**src/rtl/core/epi_pkg.sv**
```systemverilog
// Shared types and constants for the particle Euler integrator.
// Holds request structs, controller/datapath command and status structs.
// No dependencies.
package epi_pkg;

    // Number of carried vector components and the number actually processed
    localparam int LANES        = 2;
    localparam int DIMENSIONS   = 2;
    localparam int ACTIVE_LANES = (DIMENSIONS < LANES) ? DIMENSIONS : LANES;

    // Restoring divider: one quotient bit per step
    localparam int DIV_STEPS = 32;
    localparam int DIV_CNT_W = $clog2(DIV_STEPS);

    // Configuration port
    localparam int PADDR_W  = 3;
    localparam int PDATA_W  = 32;
    localparam int MASS_W   = 31;
    localparam logic [MASS_W-1:0] MASS_RESET = 31'd65536;
    localparam logic REG_MASS = 1'b0;

    // Operation codes
    localparam logic [1:0] OP_FORCE   = 2'd0;
    localparam logic [1:0] OP_SET_POS = 2'd1;
    localparam logic [1:0] OP_SET_VEL = 2'd2;
    localparam logic [1:0] OP_UPDATE  = 2'd3;

    // Q16.16 saturation limits
    localparam logic signed [31:0] WORD_MAX = 32'sh7FFF_FFFF;
    localparam logic signed [31:0] WORD_MIN = 32'sh8000_0000;

    typedef struct packed {
        logic [1:0]         operation;
        logic signed [31:0] value_x;
        logic signed [31:0] value_y;
        logic [30:0]        time_step;
    } in_req_t;

    typedef struct packed {
        logic signed [31:0] position_x;
        logic signed [31:0] position_y;
        logic signed [31:0] velocity_x;
        logic signed [31:0] velocity_y;
        logic               zero_mass_error;
        logic               saturated;
    } out_req_t;

    typedef struct packed {
        logic start;
        logic force_add;
        logic set_pos;
        logic set_vel;
        logic set_err;
        logic div_load;
        logic div_step;
        logic acc_fix;
        logic mul_acc;
        logic mul_vel;
        logic vel_add;
        logic pos_add;
        logic out_load;
    } ctrl_cmd_t;

    typedef struct packed {
        logic [1:0] op;
        logic       mass_zero;
    } ctrl_sts_t;

endpackage

```
**src/rtl/core/epi_controller.sv**
```systemverilog
// Sequencer of the particle Euler integrator: request handshake, operation
// steps, divider step count and result valid. Depends on epi_pkg.
module epi_controller (
    input  logic               clk,
    input  logic               rst_n,
    input  logic               in_valid,
    output logic               in_ready,
    output logic               out_valid,
    input  logic               out_ready,
    input  epi_pkg::ctrl_sts_t sts,
    output epi_pkg::ctrl_cmd_t cmd
);

    localparam logic [3:0] S_IDLE = 4'd0;
    localparam logic [3:0] S_EXEC = 4'd1;
    localparam logic [3:0] S_DIV  = 4'd2;
    localparam logic [3:0] S_ACC  = 4'd3;
    localparam logic [3:0] S_MULA = 4'd4;
    localparam logic [3:0] S_VADD = 4'd5;
    localparam logic [3:0] S_MULV = 4'd6;
    localparam logic [3:0] S_PADD = 4'd7;
    localparam logic [3:0] S_DONE = 4'd8;

    logic [3:0]                  state_reg, state_next;
    logic [epi_pkg::DIV_CNT_W-1:0] cnt_reg, cnt_next;
    logic                        out_valid_reg, out_valid_next;

    assign in_ready  = (state_reg == S_IDLE);
    assign out_valid = out_valid_reg;

    // Step through the operation
    always_comb
    begin
        state_next = state_reg;
        cnt_next   = cnt_reg;
        cmd        = '0;
        case (state_reg)
            S_IDLE:
            begin
                if (in_valid)
                begin
                    cmd.start  = 1'b1;
                    state_next = S_EXEC;
                end
            end
            S_EXEC:
            begin
                case (sts.op)
                    epi_pkg::OP_FORCE:
                    begin
                        cmd.force_add = 1'b1;
                        state_next    = S_DONE;
                    end
                    epi_pkg::OP_SET_POS:
                    begin
                        cmd.set_pos = 1'b1;
                        state_next  = S_DONE;
                    end
                    epi_pkg::OP_SET_VEL:
                    begin
                        cmd.set_vel = 1'b1;
                        state_next  = S_DONE;
                    end
                    default:
                    begin
                        if (sts.mass_zero)
                        begin
                            cmd.set_err = 1'b1;
                            state_next  = S_MULV;
                        end
                        else
                        begin
                            cmd.div_load = 1'b1;
                            cnt_next     = '0;
                            state_next   = S_DIV;
                        end
                    end
                endcase
            end
            S_DIV:
            begin
                cmd.div_step = 1'b1;
                cnt_next     = cnt_reg + 1'b1;
                if (cnt_reg == epi_pkg::DIV_CNT_W'(epi_pkg::DIV_STEPS - 1))
                    state_next = S_ACC;
            end
            S_ACC:
            begin
                cmd.acc_fix = 1'b1;
                state_next  = S_MULA;
            end
            S_MULA:
            begin
                cmd.mul_acc = 1'b1;
                state_next  = S_VADD;
            end
            S_VADD:
            begin
                cmd.vel_add = 1'b1;
                state_next  = S_MULV;
            end
            S_MULV:
            begin
                cmd.mul_vel = 1'b1;
                state_next  = S_PADD;
            end
            S_PADD:
            begin
                cmd.pos_add = 1'b1;
                state_next  = S_DONE;
            end
            S_DONE:
            begin
                // Hold until the result register is free
                if (!out_valid_reg || out_ready)
                begin
                    cmd.out_load = 1'b1;
                    state_next   = S_IDLE;
                end
            end
            default:
            begin
                state_next = S_IDLE;
            end
        endcase
    end

    // Result valid: set on load, drop when taken
    always_comb
    begin
        if (cmd.out_load)
            out_valid_next = 1'b1;
        else if (out_ready)
            out_valid_next = 1'b0;
        else
            out_valid_next = out_valid_reg;
    end

    always_ff @(posedge clk or negedge rst_n)
    begin
        if (!rst_n)
        begin
            state_reg     <= S_IDLE;
            cnt_reg       <= '0;
            out_valid_reg <= 1'b0;
        end
        else
        begin
            state_reg     <= state_next;
            cnt_reg       <= cnt_next;
            out_valid_reg <= out_valid_next;
        end
    end

endmodule

```
**config.mk**
```make
export PLATFORM = sky130hd
export DESIGN_NAME = epi_controller
export DESIGN_NICKNAME = d
export VERILOG_FILES = /design/src/rtl/core/epi_pkg.sv /design/src/rtl/core/epi_controller.sv
export SDC_FILE = /design/constraint.sdc
export NUM_CORES = 1
export LEC_CHECK = 0
export BUFFER_PORTS_ARGS = -buffer_cell sky130_fd_sc_hd__buf_2
export CAP_MARGIN = 30
export CORE_ASPECT_RATIO = 1.5
export CORE_MARGIN = 5
export CORE_UTILIZATION = 25
export CTS_CLUSTER_DIAMETER = 80
export CTS_CLUSTER_SIZE = 16
export DETAILED_ROUTE_END_ITERATION = 6
export GPL_TIMING_DRIVEN = 0
export SLEW_MARGIN = 5
export SYNTH_ARGS = -nofsm -noshare
export SYNTH_HDL_FRONTEND = slang
export SYNTH_SLANG_ARGS = --single-unit
```
**constraint.sdc**
```tcl
create_clock -name clk -period 2.14 [get_ports clk]
set_clock_uncertainty 0.2 [all_clocks]
set_input_delay 0.107 -clock clk [delete_from_list [all_inputs] [get_ports clk]]
set_output_delay 0.107 -clock clk [all_outputs]
set_load 0.02 [all_outputs]
```
==> results_dict.tcl <==
set metrics [dict create \
    clock_path_buffers 2 \
    fin_crit_sh_pct 96.2 \
    achievable-frequency_mhz 486 \
    cts_buffers 3 \
    grt-ovfl-total 0 \
    detail_route.iter0.violations 14 \
    synth_common_cells "sky130_fd_sc_hd__dfrtp_1 (10), sky130_fd_sc_hd__nand2_1 (6), sky130_fd_sc_hd__nor3_1 (6)" \
    synth.largest_area_cell "sky130_fd_sc_hd__dfrtp_1" \
    number_of_antenna_violations_at_the_first_check_in_global_routing 0 \
    area.sequential_sq_um 251 \
    synth_warnings 0 \
    post_cts_buffers 0 \
    crit_path_end_kind "primary output" \
    crit-reg2reg-capture "cnt_reg[2]" \
    hold_class "in -> async" \
    relSlewSlack_pct 70.7 \
    synthesis.area_per_instance_sq_um 9.49 \
    die-area_sq_um 3900 \
    cp.arrival_ns 1.75 \
    num-fill-cells 300 \
    track_usage_pct 8.92 \
    vdd.ir_drop.worst_mv 0.505 \
    layout-area-overhead-vs-synth_pct 33.9 \
    synth_area_leaders "sky130_fd_sc_hd__dfrtp_1 (37%), sky130_fd_sc_hd__nor3_1 (4.4%), sky130_fd_sc_hd__ha_1 (3.7%)" \
    start_kind "register" \
    rows 23 \
    setup_viol 0 \
    n_antenna_cell 0 \
    crit_path_max_fanout 10 \
    tritoncts "yes" \
    grt_first_pass_wirelength_um 2570 \
    yosys.cell_count.top_type "sky130_fd_sc_hd__dfrtp_1" \
    p_leak_uw 0.000441 \
    avgViaCountPerCell 4.73 \
    drt_pass1_iterations 4 \
    dpl.cell_count 130 \
    worst-r2r-setup-slack_ns 0.48 \
    io_pins 22 \
    unrepaired_setup_endpoints_after_global_routing "no" \
    postRouteAntennaNets 0 \
    crit_required_ns 1.83 \
    chipHeight_um 74.0 \
    maxCapViolCount 0 \
    first_global_vias 591 \
    post_synth_num_cell_types 36 \
    route.vias.total 643 \
    post_route_cells_drive_above_1_share_pct 36.4 \
    wirelength_um 1580 \
    place.gp.congestion 0.768 \
    hpwlAfterDp_um 1220 \
    mappedNetlistNets 81 \
    final_hold_vio_count 0 \
    final_cell_count_no_fill 136 \
    worst_pin_slew_ns 0.437 \
    avgRoutedWirePerCell_um 11.6 \
    clkSlewWorstSetupHoldPaths_ns 0.05 \
    place.port_buffers 21 \
    synth_seq_cells 10 \
    syn_area_sq_um 683 \
    cts_sinks 10 \
    fin_setup_tns_ns 0 \
    run_status "finished, final reports clean" \
    slew_violations 0 \
    multi_input_comb_area_sq_um 397 \
    postSynth.topFlopCell "sky130_fd_sc_hd__dfrtp_1" \
    floorplan.initialDensity_pct 25.8 \
    synth-seq-area-share_pct 36.6 \
    yosys.area.top_type_share_pct 36.6 \
    clock_network_latency_to_the_later_pin_of_the_worst_skew_pair_ns 0.24 \
    chipWidth_um 52.7 \
    root_buffer "sky130_fd_sc_hd__clkbuf_8" \
    grt_max_degree 11 \
    critical_path_class "reg -> out" \
    worstRegToRegCells 4 \
    power-per-cell-area_nw_per_um2 1350 \
    async_flop_share_pct 100 \
    detail_route.drc_violations 0 \
    layout.nets 109 \
    largest_reg_flops 5 \
    synth_enable_flop_cells 0 \
    cts_h_tree_depth 1 \
    cell_count_after_synthesis 72 \
    critical_path.reg2reg.startpoint "state_reg[2]" \
    fin_crit_ns 2.06 \
    core_region_area_sq_um 2650 \
]
-- stage by stage --
stage / power, uW / cell area, sq um / util, % / hold WS, ns / setup slack, ns
final: 1230 / 915 / 34.5 / 0.0833 / 0.0806
after global routing: 1340 / 915 / 34.5 / 0.105 / 0.0115
after CTS: 1240 / 910 / 34.4 / 0.0613 / 0.00799
after detailed placement: 1000 / 835 / 31.5 / -0.220 / 0.267
after global placement: 987 / 835 / 31.5 / -0.224 / 0.267
after floorplan: 828 / 683 / - / -0.389 / 0.113
-- critical path, stage by stage, from the launching register on --
cell and delay, ns:
sky130_fd_sc_hd__dfrtp_2 0.44, sky130_fd_sc_hd__buf_6 0.15, sky130_fd_sc_hd__or4b_4 0.55, sky130_fd_sc_hd__nor2b_1 0.13
sky130_fd_sc_hd__buf_4 0.11, sky130_fd_sc_hd__buf_2 0.14
-- worst max path at each step --
stage               depth (start not counted)         start      end
finish                                      5  state_reg[0]   cmd[0]
global route                                5  state_reg[0]   cmd[0]
CTS                                         5  state_reg[0]   cmd[0]
detailed placement                          5  state_reg[0]   cmd[0]
global placement                            5  state_reg[0]   cmd[0]
floorplan                                   3  state_reg[1]  cmd[12]
-- logic make-up after synthesis --
logic type | share of synthesized area [%]
AO/OA/AOI/OAI | 19.8
adder cells (fa/ha/maj) | 3.66
buffers and inverters | 5.86
flip-flops | 36.6
AND/OR/NAND/NOR | 34.1
-- power breakdown --
| part | internal [uW] | leakage (uW) | switching, uW |
|---|---|---|---|
| clock | 162 | 0.0000288 | 75.0 |
| combinational | 270 | 0.000284 | 382 |
| sequential | 266 | 0.000128 | 80.3 |
-- what timing repair did --
| item | CTS | global route |
|---|---|---|
| hold buffers | 2 | 0 |
| endpoints found under the setup margin | 0 | 1 |
| gates resized for setup | 0 | 2 |
| hold endpoints to repair | 12 | 0 |
-- layer usage --
metal  vias to the layer above  GRT usage, %  share of wire, %
li1                        321             -                 -
met1                       298          9.41                41
met2                        19          14.8                50
met3                         5          1.20               5.1
met4                         0          8.52               3.6
met5                         -             0                 0
-- layout by cell type, fill, tap and decap left out, types with 2 or more instances in the layout --
cell type,count
sky130_fd_sc_hd__ha_1,2
sky130_fd_sc_hd__buf_2,23
sky130_fd_sc_hd__dlygate4sd3_1,2
sky130_fd_sc_hd__nor3_1,6
sky130_fd_sc_hd__and2_1,2
sky130_fd_sc_hd__nand2_1,6
sky130_fd_sc_hd__nor2_1,4
sky130_fd_sc_hd__a22o_1,2
sky130_fd_sc_hd__a211oi_1,2
sky130_fd_sc_hd__clkbuf_8,4
sky130_fd_sc_hd__nand2b_1,2
sky130_fd_sc_hd__nor3b_1,2
sky130_fd_sc_hd__inv_1,2
sky130_fd_sc_hd__a21oi_1,4
sky130_fd_sc_hd__nor2b_1,4
sky130_fd_sc_hd__dfrtp_1,9
-- final cells by class --
class	instances	area share (%)
tap	37	5.06
timing repair buffer	23	13.7
sequential	10	27.5
clock buffer	4	6.02
inverter	2	0.821
multi-input combinational	55	43.4
buffer	5	3.56
No activity file was read; power rests on OpenSTA's default activity.
